--- src/rtl/core/bpa_pkg.sv ---
// Shared command, status and field-width constants for the buddy page allocator.
package bpa_pkg;

  localparam int CMD_W    = 2;
  localparam int SIZE_W   = 23;
  localparam int ADDR_W   = 32;
  localparam int STATUS_W = 2;
  localparam int CFG_IDX_W  = 2;
  localparam int CFG_DATA_W = 20;
  localparam int BASE_W   = 20;
  localparam int FSP_W    = 11;
  localparam int FPC_W    = 11;

  localparam logic [CMD_W-1:0] CMD_INIT  = 2'd0;
  localparam logic [CMD_W-1:0] CMD_ALLOC = 2'd1;
  localparam logic [CMD_W-1:0] CMD_FREE  = 2'd2;

  localparam logic [STATUS_W-1:0] ST_OK  = 2'd0;
  localparam logic [STATUS_W-1:0] ST_OOM = 2'd1;
  localparam logic [STATUS_W-1:0] ST_BAD = 2'd2;

  localparam logic [CFG_IDX_W-1:0] REG_POOL_BASE  = 2'd0;
  localparam logic [CFG_IDX_W-1:0] REG_FREE_START = 2'd1;
  localparam logic [CFG_IDX_W-1:0] REG_FREE_COUNT = 2'd2;

  typedef logic [STATUS_W-1:0] status_t;

endpackage

--- src/rtl/core/bpa_ram.sv ---
// Generic simple dual-port RAM, one write and one registered read port.
module bpa_ram #(
  parameter int WIDTH = 1,
  parameter int DEPTH = 2047
) (
  input  logic                     clk,
  input  logic                     we,
  input  logic [$clog2(DEPTH)-1:0] waddr,
  input  logic [WIDTH-1:0]         wdata,
  input  logic [$clog2(DEPTH)-1:0] raddr,
  output logic [WIDTH-1:0]         rdata
);

  logic [WIDTH-1:0] mem [DEPTH];

  always_ff @(posedge clk) begin
    if (we) begin
      mem[waddr] <= wdata;
    end
    rdata <= mem[raddr];
  end

endmodule

--- src/rtl/core/buddy_page_allocator_unit.sv ---
// Buddy page allocator: one free bit per block and order, held in one RAM.
// Reset and init both sweep the map to zero. Init then frees the range one block
// insert at a time; each insert climbs one order while the buddy it reads is free.
// Alloc scans the map one bit a cycle from the wanted order upward, then splits;
// free inserts maximal aligned blocks.
// One item at a time; busy is high while at work; one result strobe per item.
module buddy_page_allocator_unit import bpa_pkg::*; #(
  parameter int POOL_PAGES = 1024,
  parameter int NUM_ORDERS = 11,
  parameter int PAGE_SHIFT = 12
) (
  input  logic                  clk,
  input  logic                  rst_n,
  input  logic                  start,
  output logic                  busy,
  input  logic [CMD_W-1:0]      in_cmd,
  input  logic [SIZE_W-1:0]     in_size_bytes,
  input  logic [ADDR_W-1:0]     in_address,
  output logic                  out_valid,
  output logic [ADDR_W-1:0]     out_block_address,
  output logic [STATUS_W-1:0]   out_status,
  input  logic                  cfg_valid,
  output logic                  cfg_ready,
  input  logic [CFG_IDX_W-1:0]  cfg_index,
  input  logic [CFG_DATA_W-1:0] cfg_data
);

  localparam int TOP       = NUM_ORDERS - 1;
  localparam int MAP_DEPTH = 2 * POOL_PAGES - 1;
  localparam int AW        = $clog2(MAP_DEPTH);
  localparam int PW        = $clog2(POOL_PAGES) + 1;
  localparam int OW        = $clog2(NUM_ORDERS + 1);
  localparam int WW        = ADDR_W + 2;
  localparam int PG_W      = SIZE_W + 1;
  localparam logic [AW:0]   TWO_P   = (AW+1)'(2 * POOL_PAGES);
  localparam logic [PW-1:0] POOL_PW = PW'(POOL_PAGES);
  localparam logic [OW-1:0] TOP_O   = OW'(TOP);

  localparam logic [3:0] S_CLEAR  = 4'd0;
  localparam logic [3:0] S_IDLE   = 4'd1;
  localparam logic [3:0] S_DEC    = 4'd2;
  localparam logic [3:0] S_RANGE  = 4'd3;
  localparam logic [3:0] S_INS_RD = 4'd4;
  localparam logic [3:0] S_INS_CK = 4'd5;
  localparam logic [3:0] S_SCAN   = 4'd6;
  localparam logic [3:0] S_TAKE   = 4'd7;
  localparam logic [3:0] S_SPLIT  = 4'd8;

  function automatic logic [AW-1:0] midx(input logic [OW-1:0] o, input logic [PW-1:0] b);
    logic [AW:0] s;
    s = TWO_P - (TWO_P >> o) + (AW+1)'(b);
    return s[AW-1:0];
  endfunction

  // config registers
  logic [BASE_W-1:0] base_r;
  logic [FSP_W-1:0]  fsp_r;
  logic [FPC_W-1:0]  fpc_r;

  logic [3:0]        state_r, state_nxt;
  logic [AW-1:0]     clr_r, clr_nxt;
  logic              init_pend_r, init_pend_nxt;
  logic [CMD_W-1:0]  cmd_r;
  logic [SIZE_W-1:0] size_r;
  logic [ADDR_W-1:0] addr_r;
  logic [PW-1:0]     rs_r, rs_nxt, re_r, re_nxt;
  logic [OW-1:0]     io_r, io_nxt;
  logic [PW-1:0]     ib_r, ib_nxt;
  logic              ret_split_r, ret_split_nxt;
  logic [OW-1:0]     so_r, so_nxt, po_r, po_nxt;
  logic [PW-1:0]     sb_r, sb_nxt, pb_r, pb_nxt;
  logic [AW-1:0]     sa_r, sa_nxt;
  logic              pv_r, pv_nxt;
  logic [OW-1:0]     want_r, want_nxt, fo_r, fo_nxt;
  logic [PW-1:0]     page_r, page_nxt;
  logic              ov_r, ov_nxt;
  logic [ADDR_W-1:0] oa_r, oa_nxt;
  status_t           os_r, os_nxt;

  logic          we, wdata, rdata;
  logic [AW-1:0] waddr, raddr;

  bpa_ram #(.WIDTH(1), .DEPTH(MAP_DEPTH)) u_map (
    .clk(clk), .we(we), .waddr(waddr), .wdata(wdata), .raddr(raddr), .rdata(rdata)
  );

  // request decode terms
  logic [PG_W-1:0] pages;
  logic [WW-1:0]   pabs, diff;
  logic [OW-1:0]   want_c;
  logic [PW-1:0]   span, az, fl;
  logic [OW-1:0]   ord_c;
  logic [17:0]     is_s, is_e;
  logic [ADDR_W-1:0] sum32;

  always_comb begin
    pages = PG_W'((PG_W'(size_r) + PG_W'((1 << PAGE_SHIFT) - 1)) >> PAGE_SHIFT);
    pabs  = WW'(addr_r >> PAGE_SHIFT);
    diff  = pabs - WW'(base_r);
    want_c = '0;
    for (int k = 0; k < NUM_ORDERS; k++) begin
      if (PG_W'(pages) > (PG_W'(1) << k)) want_c = OW'(k + 1);
    end
    span = re_r - rs_r;
    az = PW'(TOP);
    for (int k = PW - 1; k >= 0; k--) begin
      if (rs_r[k]) az = PW'(k);
    end
    if (az > PW'(TOP)) az = PW'(TOP);
    fl = '0;
    for (int k = 0; k < PW; k++) begin
      if (span[k]) fl = PW'(k);
    end
    if (fl > PW'(TOP)) fl = PW'(TOP);
    ord_c = (fl < az) ? OW'(fl) : OW'(az);
    is_s = (18'(fsp_r) > 18'(POOL_PAGES)) ? 18'(POOL_PAGES) : 18'(fsp_r);
    is_e = is_s + 18'(fpc_r);
    if (is_e > 18'(POOL_PAGES)) is_e = 18'(POOL_PAGES);
    sum32 = ADDR_W'(base_r) + ADDR_W'(page_r);
  end

  always_comb begin
    state_nxt = state_r;
    clr_nxt = clr_r;
    init_pend_nxt = init_pend_r;
    rs_nxt = rs_r;
    re_nxt = re_r;
    io_nxt = io_r;
    ib_nxt = ib_r;
    ret_split_nxt = ret_split_r;
    so_nxt = so_r;
    sb_nxt = sb_r;
    sa_nxt = sa_r;
    pv_nxt = 1'b0;
    po_nxt = so_r;
    pb_nxt = sb_r;
    want_nxt = want_r;
    fo_nxt = fo_r;
    page_nxt = page_r;
    ov_nxt = 1'b0;
    oa_nxt = oa_r;
    os_nxt = os_r;
    we = 1'b0;
    waddr = clr_r;
    wdata = 1'b0;
    raddr = sa_r;
    unique case (state_r)
      S_CLEAR: begin
        we = 1'b1;
        clr_nxt = clr_r + 1'b1;
        if (clr_r == AW'(MAP_DEPTH - 1)) begin
          clr_nxt = '0;
          state_nxt = init_pend_r ? S_RANGE : S_IDLE;
          init_pend_nxt = 1'b0;
        end
      end
      S_IDLE: begin
        if (start) state_nxt = S_DEC;
      end
      S_DEC: begin
        oa_nxt = '0;
        os_nxt = ST_OK;
        priority if (cmd_r == CMD_INIT) begin
          rs_nxt = PW'(is_s);
          re_nxt = PW'(is_e);
          init_pend_nxt = 1'b1;
          state_nxt = S_CLEAR;
        end else if (cmd_r == CMD_ALLOC) begin
          if (pages == '0 || pages > (PG_W'(1) << TOP)) begin
            os_nxt = ST_BAD;
            ov_nxt = 1'b1;
            state_nxt = S_IDLE;
          end else begin
            want_nxt = want_c;
            so_nxt = want_c;
            sb_nxt = '0;
            sa_nxt = midx(want_c, '0);
            state_nxt = S_SCAN;
          end
        end else if (cmd_r == CMD_FREE) begin
          if (addr_r[PAGE_SHIFT-1:0] != '0) begin
            os_nxt = ST_BAD;
            ov_nxt = 1'b1;
            state_nxt = S_IDLE;
          end else if (pages == '0) begin
            ov_nxt = 1'b1;
            state_nxt = S_IDLE;
          end else if (pabs < WW'(base_r) || diff + WW'(pages) > WW'(POOL_PAGES)) begin
            os_nxt = ST_BAD;
            ov_nxt = 1'b1;
            state_nxt = S_IDLE;
          end else begin
            rs_nxt = diff[PW-1:0];
            re_nxt = diff[PW-1:0] + PW'(pages);
            state_nxt = S_RANGE;
          end
        end else begin
          os_nxt = ST_BAD;
          ov_nxt = 1'b1;
          state_nxt = S_IDLE;
        end
      end
      S_RANGE: begin
        if (rs_r < re_r) begin
          io_nxt = ord_c;
          ib_nxt = rs_r >> ord_c;
          rs_nxt = rs_r + (PW'(1) << ord_c);
          ret_split_nxt = 1'b0;
          state_nxt = S_INS_RD;
        end else begin
          ov_nxt = 1'b1;
          state_nxt = S_IDLE;
        end
      end
      S_INS_RD: begin
        if (io_r < TOP_O) begin
          raddr = midx(io_r, ib_r ^ PW'(1));
          state_nxt = S_INS_CK;
        end else begin
          we = 1'b1;
          waddr = midx(io_r, ib_r);
          wdata = 1'b1;
          state_nxt = ret_split_r ? S_SPLIT : S_RANGE;
        end
      end
      S_INS_CK: begin
        we = 1'b1;
        if (rdata) begin
          // buddy free: take it and climb one order
          waddr = midx(io_r, ib_r ^ PW'(1));
          wdata = 1'b0;
          ib_nxt = ib_r >> 1;
          io_nxt = io_r + 1'b1;
          state_nxt = S_INS_RD;
        end else begin
          waddr = midx(io_r, ib_r);
          wdata = 1'b1;
          state_nxt = ret_split_r ? S_SPLIT : S_RANGE;
        end
      end
      S_SCAN: begin
        // read issued this cycle returns next cycle with po/pb
        if (pv_r && rdata) begin
          fo_nxt = po_r;
          page_nxt = pb_r << po_r;
          state_nxt = S_TAKE;
        end else if (so_r > TOP_O) begin
          if (!pv_r) begin
            os_nxt = ST_OOM;
            ov_nxt = 1'b1;
            state_nxt = S_IDLE;
          end
        end else begin
          raddr = sa_r;
          pv_nxt = 1'b1;
          sa_nxt = sa_r + 1'b1;
          if (sb_r == (POOL_PW >> so_r) - PW'(1)) begin
            sb_nxt = '0;
            so_nxt = so_r + 1'b1;
          end else begin
            sb_nxt = sb_r + 1'b1;
          end
        end
      end
      S_TAKE: begin
        we = 1'b1;
        waddr = midx(fo_r, page_r >> fo_r);
        wdata = 1'b0;
        state_nxt = S_SPLIT;
      end
      S_SPLIT: begin
        if (fo_r > want_r) begin
          fo_nxt = fo_r - 1'b1;
          io_nxt = fo_r - 1'b1;
          ib_nxt = (page_r >> (fo_r - 1'b1)) + PW'(1);
          ret_split_nxt = 1'b1;
          state_nxt = S_INS_RD;
        end else begin
          oa_nxt = sum32 << PAGE_SHIFT;
          ov_nxt = 1'b1;
          state_nxt = S_IDLE;
        end
      end
      default: state_nxt = S_IDLE;
    endcase
  end

  always_ff @(posedge clk) begin
    if (!rst_n) begin
      state_r <= S_CLEAR;
      clr_r <= '0;
      init_pend_r <= 1'b0;
      pv_r <= 1'b0;
      ov_r <= 1'b0;
      base_r <= '0;
      fsp_r <= '0;
      fpc_r <= '0;
    end else begin
      state_r <= state_nxt;
      clr_r <= clr_nxt;
      init_pend_r <= init_pend_nxt;
      pv_r <= pv_nxt;
      ov_r <= ov_nxt;
      if (cfg_valid) begin
        unique case (cfg_index)
          REG_POOL_BASE:  base_r <= cfg_data[BASE_W-1:0];
          REG_FREE_START: fsp_r <= cfg_data[FSP_W-1:0];
          REG_FREE_COUNT: fpc_r <= cfg_data[FPC_W-1:0];
          default: ;
        endcase
      end
    end
  end

  always_ff @(posedge clk) begin
    if (state_r == S_IDLE && start) begin
      cmd_r <= in_cmd;
      size_r <= in_size_bytes;
      addr_r <= in_address;
    end
    rs_r <= rs_nxt;
    re_r <= re_nxt;
    io_r <= io_nxt;
    ib_r <= ib_nxt;
    ret_split_r <= ret_split_nxt;
    so_r <= so_nxt;
    sb_r <= sb_nxt;
    sa_r <= sa_nxt;
    po_r <= po_nxt;
    pb_r <= pb_nxt;
    want_r <= want_nxt;
    fo_r <= fo_nxt;
    page_r <= page_nxt;
    oa_r <= oa_nxt;
    os_r <= os_nxt;
  end

  assign busy = (state_r != S_IDLE);
  assign cfg_ready = 1'b1;
  assign out_valid = ov_r;
  assign out_block_address = oa_r;
  assign out_status = os_r;

endmodule

--- config.mk ---
export PLATFORM = sky130hd
export DESIGN_NAME = buddy_page_allocator_unit
export DESIGN_NICKNAME = d
export VERILOG_FILES = /design/src/rtl/core/bpa_pkg.sv /design/src/rtl/core/bpa_ram.sv /design/src/rtl/core/buddy_page_allocator_unit.sv
export SDC_FILE = /design/constraint.sdc
export NUM_CORES = 2
export LEC_CHECK = 0
export ABC_AREA = 1
export BUFFER_PORTS_ARGS = -buffer_cell sky130_fd_sc_hd__buf_2
export CORE_MARGIN = 1
export CORE_UTILIZATION = 60
export DETAILED_ROUTE_END_ITERATION = 6
export PLACE_DENSITY = 0.76
export SYNTH_ARGS = -nofsm -noshare
export SYNTH_HDL_FRONTEND = slang
export SYNTH_HIERARCHICAL = 1
export SYNTH_SLANG_ARGS = --single-unit
--- constraint.sdc ---
create_clock -name clk -period 45.7 [get_ports clk]
set_input_delay 2.285 -clock clk [delete_from_list [all_inputs] [get_ports clk]]
set_output_delay 2.285 -clock clk [all_outputs]
set_load 0.02 [all_outputs]
==> metrics.md <==
| Metric | Value |
|---|---|
| Die ar. | 0.186 mm2 |
| Max-cap viol count | 0 |
| XOR/XNOR Fraction of Synth Area | 0.693% |
| Core area | 0.183 mm2 |
| Die Height | approximately 430 um |
| Initial antenna violation count | 6 |
| Post_cts resized | 0 |
| Post-Synth Adder-Cell Area | 1.62% |
| Flop pwr share | 50.9% |
| Power per cell area | 38.2 mW/mm2 |
| Achievable frequency | roughly 130 MHz |
| Final setup viols | 0 |
| HPWL after DPL | 167 mm |
| Hold Slack | 0.418 ns |
| R2r endpoint | u_map/rdata$_DFF_P_ |
| Crit end category | register |
| Port-buffer cells | roughly 110 |
| Status | finished with violations |
| Worst hold path class | reg -> reg |
| Post-synth top cells | 2704 x nand2_1, 2355 x nor2_1, 2219 x nand3_1, 2209 x edfxtp_1, 478 x clkbuf_1 |
| Hold EP | pb_r[3]$_DFF_P_ |
| DR vias/cell | ~6.2 |
| Largest family of logic cells by synthesized area | simple AND/OR/NAND/NOR gates |
| Post-synth EDFFs | 2209 |
| Synth Area per Inst | around 9.4 um2 |
| VDD IR max | 0.0578 mV |
| Layout cells sized above 1 | 6.08% |
| Clock Latency Late Sink | 0.90 ns |
| Slew Viols, Final | 0 |
| Worst slew pin tran | 1.35 ns |
| Routed WL per cell | around 23 um |
| GR Util met3 | 7.31% |
| Filler Cells Inserted | 14600 |
| GRT overflow | 0 |
| Setup TNS | 0 ns |
| Critical Path Start Type | register |
| Final min period | 7.49 ns |
| DRC viols | 4 |
| Setup Skew | roughly 0.057 ns |
| Layout area overhead | 7.16% |
| R2R depth | 23 |
| GRT Overall Usage | 34.4% |
| Hold path cells | 0 |
| Net load switching power | roughly 1.2 mW |
| Cells taking the most area after synthesis | edfxtp_1 60%, nand3_1 10%, nand2_1 9.2% |
| H-tree levels | 4 |
| Drt initial violations | 13700 |
| Leakage | ~41 nW |
| Post-synth top area share | 60.0% |
| Post-Syn Area | around 0.11 mm2 |
| Endpoints failing hold | 0 |
| Start of the worst register-to-register path | io_r[2]$_DFFE_PP_ |
| Initial Utilization | between 60% and 70% |
| CTS tree | done |
| Simple-gate area share of the yosys netlist | 28.4% |
| Part of the power in combinational logic | 9.9% |
| GPL Wtd Cong | between 0.8 and 0.9 |
| CP arrival | roughly 8.3 ns |
| Die width | 431 um |
| Post-CTS Hold Fix Bufs | 0 |
| Met1 Track Usage GR | 46.4% |
| Biggest area consumer among synthesized cells | edfxtp_1 |
| Rows | roughly 160 |
| Failing checks | design-rule violations |
| Clock sinks | 2285 |
| Clock tree buffer depth | 3 |
| Routed via count | 87300 |
| Cell count after synthesis | 11800 |
| #FFs+latches synth | 2285 |
| GR Util met2 | 53.5% |
| Sequential element share of the synthesized area | a little over 60% |
| Fin crit share | 16.4% |
| Yosys cell types | 75 |
| Yosys warning count | 6 |
| Synth Flop Type | edfxtp_1 |
| Int Power | approximately 3.4 mW |
| Relative slew margins | 9.91% |
| Compound-Gate Fraction of Synth Area | roughly 2.6% |
| RSZ-0062 raised after global routing | no |
| Switch share | 25.5% |
| Routed Antenna Nets | 0 |
| CP Max Fanout | slightly below 200 |
| Pin count of the biggest net entering global routing | 285 |
| Total setup buffers inserted after CTS | 0 |
| Final net count | 11600 |
| Min-Delay Startpoint | pb_nxt[3]$_SDFFCE_PP0P_ |
| R2R setup slack | 38.21 ns |
| GR peak layer | met2 |
| Io pins | 120 |
| Power share of the clock group | 39.3% |
| Clk slew on worst S/H paths | 0.06 ns |
| First-pass detailed-route iteration total | 7 |
| CP Class | reg -> reg |
| CTS Buf Count | 222 |
| Clk root buf | clkbuf_16 |
| Count leader, synth | nand2_1 |
| Asr flop ratio synth | 0% |
| Vias in the first global route | 82200 |
| Global-route wire length before repair | 487 mm |
| Post-synthesis mux area share | less than 1% |
| Required time of the critical path | 46.53 ns |
| WL final | 326 mm |
[per-stage QoR]
stage	power [mW]	worst slack [ns]	util, %	std cells	cell area (um2)
floorplan	2.64	7.03	-	11800	111000
global placement	2.77	38.72	60.9	13600	112000
detailed placement	2.78	38.52	60.9	13600	112000
CTS	4.52	38.52	64.7	14000	119000
global route	4.64	37.90	64.7	14000	119000
finish	4.53	38.21	64.7	14100	119000
[area by class of cell]
type	count	area, um2	area share [%]
multi-input combinational	8212	37300	31.5
clock buffer	284	5920	4.99
clock inverter	129	1040	0.881
timing repair buffer	232	1600	1.35
tap	2464	3080	2.60
antenna	5	12.5	0.0106
sequential	2285	67900	57.3
inverter	439	1690	1.43
[state kept, by name, indices dropped and copies added (netlist names), 2 cells and up]
signal             count
u_map/mem           2047
addr_r                32
size_r                23
base_r                20
out_block_address     20
clr_r                 11
fpc_r                 11
fsp_r                 11
ib_r                  11
page_r                11
pb_nxt                11
pb_r                  11
re_r                  11
rs_r                  11
sa_r                  11
fo_r                   4
io_r                   4
po_nxt                 4
po_r                   4
state_r                4
want_r                 4
cmd_r                  2
out_status             2
[metal layers]
metal | vias to the layer above | wire [um]
li1 | 39000 | -
met1 | 41800 | 120000
met2 | 5598 | 147000
met3 | 1000 | 41500
met4 | 10 | 16800
met5 | - | 66
[cells in the final DEF, fill, tap and decap left out, types with 19 or more instances in the layout]
cell type,instances
nor2_1,2352
buf_4,116
clkinv_1,74
nand4_1,26
nor2_2,20
buf_2,106
dfxtp_1,76
nand3_1,2219
nand2_4,37
xnor2_1,27
xor2_1,55
clkbuf_16,228
clkbuf_1,56
ha_1,129
inv_1,401
inv_2,22
clkinv_2,36
nor3_1,44
nand2_1,2670
o21ai_1,19
a21oi_1,169
o21ai_0,185
nand2_2,30
edfxtp_1,2209
[cells by family (layout without fill, tap and decap cells)]
group / after synthesis / count (layout)
buffers and inverters: 1330 / 1084
muxes: 5 / 5
other: 2 / 18
adders and majority gates: 138 / 138
DFF: 2285 / 2285
AOI/OAI and AO/OA: 498 / 498
xor gates and xnor gates: 85 / 85
and+or+nand+nor: 7473 / 7473
[power groups by stage]
stage          clock [mW]  combinational, mW  sequential, mW
2_1_floorplan           0              0.264            2.37
3_3_place_gp            0              0.424            2.35
3_5_place_dp            0              0.431            2.35
4_1_cts              1.79              0.432            2.30
5_1_grt              1.86              0.471            2.30
6_report             1.78              0.446            2.30
[worst max path at each step]
stage,startpoint,slack [ns],to
3_3_place_gp,io_r[2]$_DFFE_PP_,38.72,u_map/rdata$_DFF_P_
3_5_place_dp,io_r[2]$_DFFE_PP_,38.52,u_map/rdata$_DFF_P_
2_1_floorplan,io_r[2]$_DFFE_PP_,7.03,u_map/mem[0]$_DFFE_PP_
6_report,io_r[2]$_DFFE_PP_,38.21,u_map/rdata$_DFF_P_
5_1_grt,fo_r[0]$_DFFE_PP_,37.90,u_map/mem[1535]$_DFFE_PP_
4_1_cts,io_r[2]$_DFFE_PP_,38.52,u_map/rdata$_DFF_P_
[worst max-delay path, stage by stage, from the launching register on]
cell and delay (ns):
edfxtp_1 0.50, inv_1 0.18, ha_1 0.28, a21oi_1 0.22, inv_1 0.10, nor2_1 0.15
inv_1 0.31, o21ai_4 0.43, buf_12 0.60, buf_4 0.95, buf_12 0.60, buf_4 0.80
nand2_1 0.10, nand3_1 0.13, nand3_1 0.09, nand3_1 0.12, nand3_1 0.15, nand3_1 0.21
nand3_1 0.21, nand3_1 0.13, nand3_1 0.30, nand3_1 0.18, nand3_1 0.09, nand2_1 0.10
No activity file was read; power rests on OpenSTA's default activity.
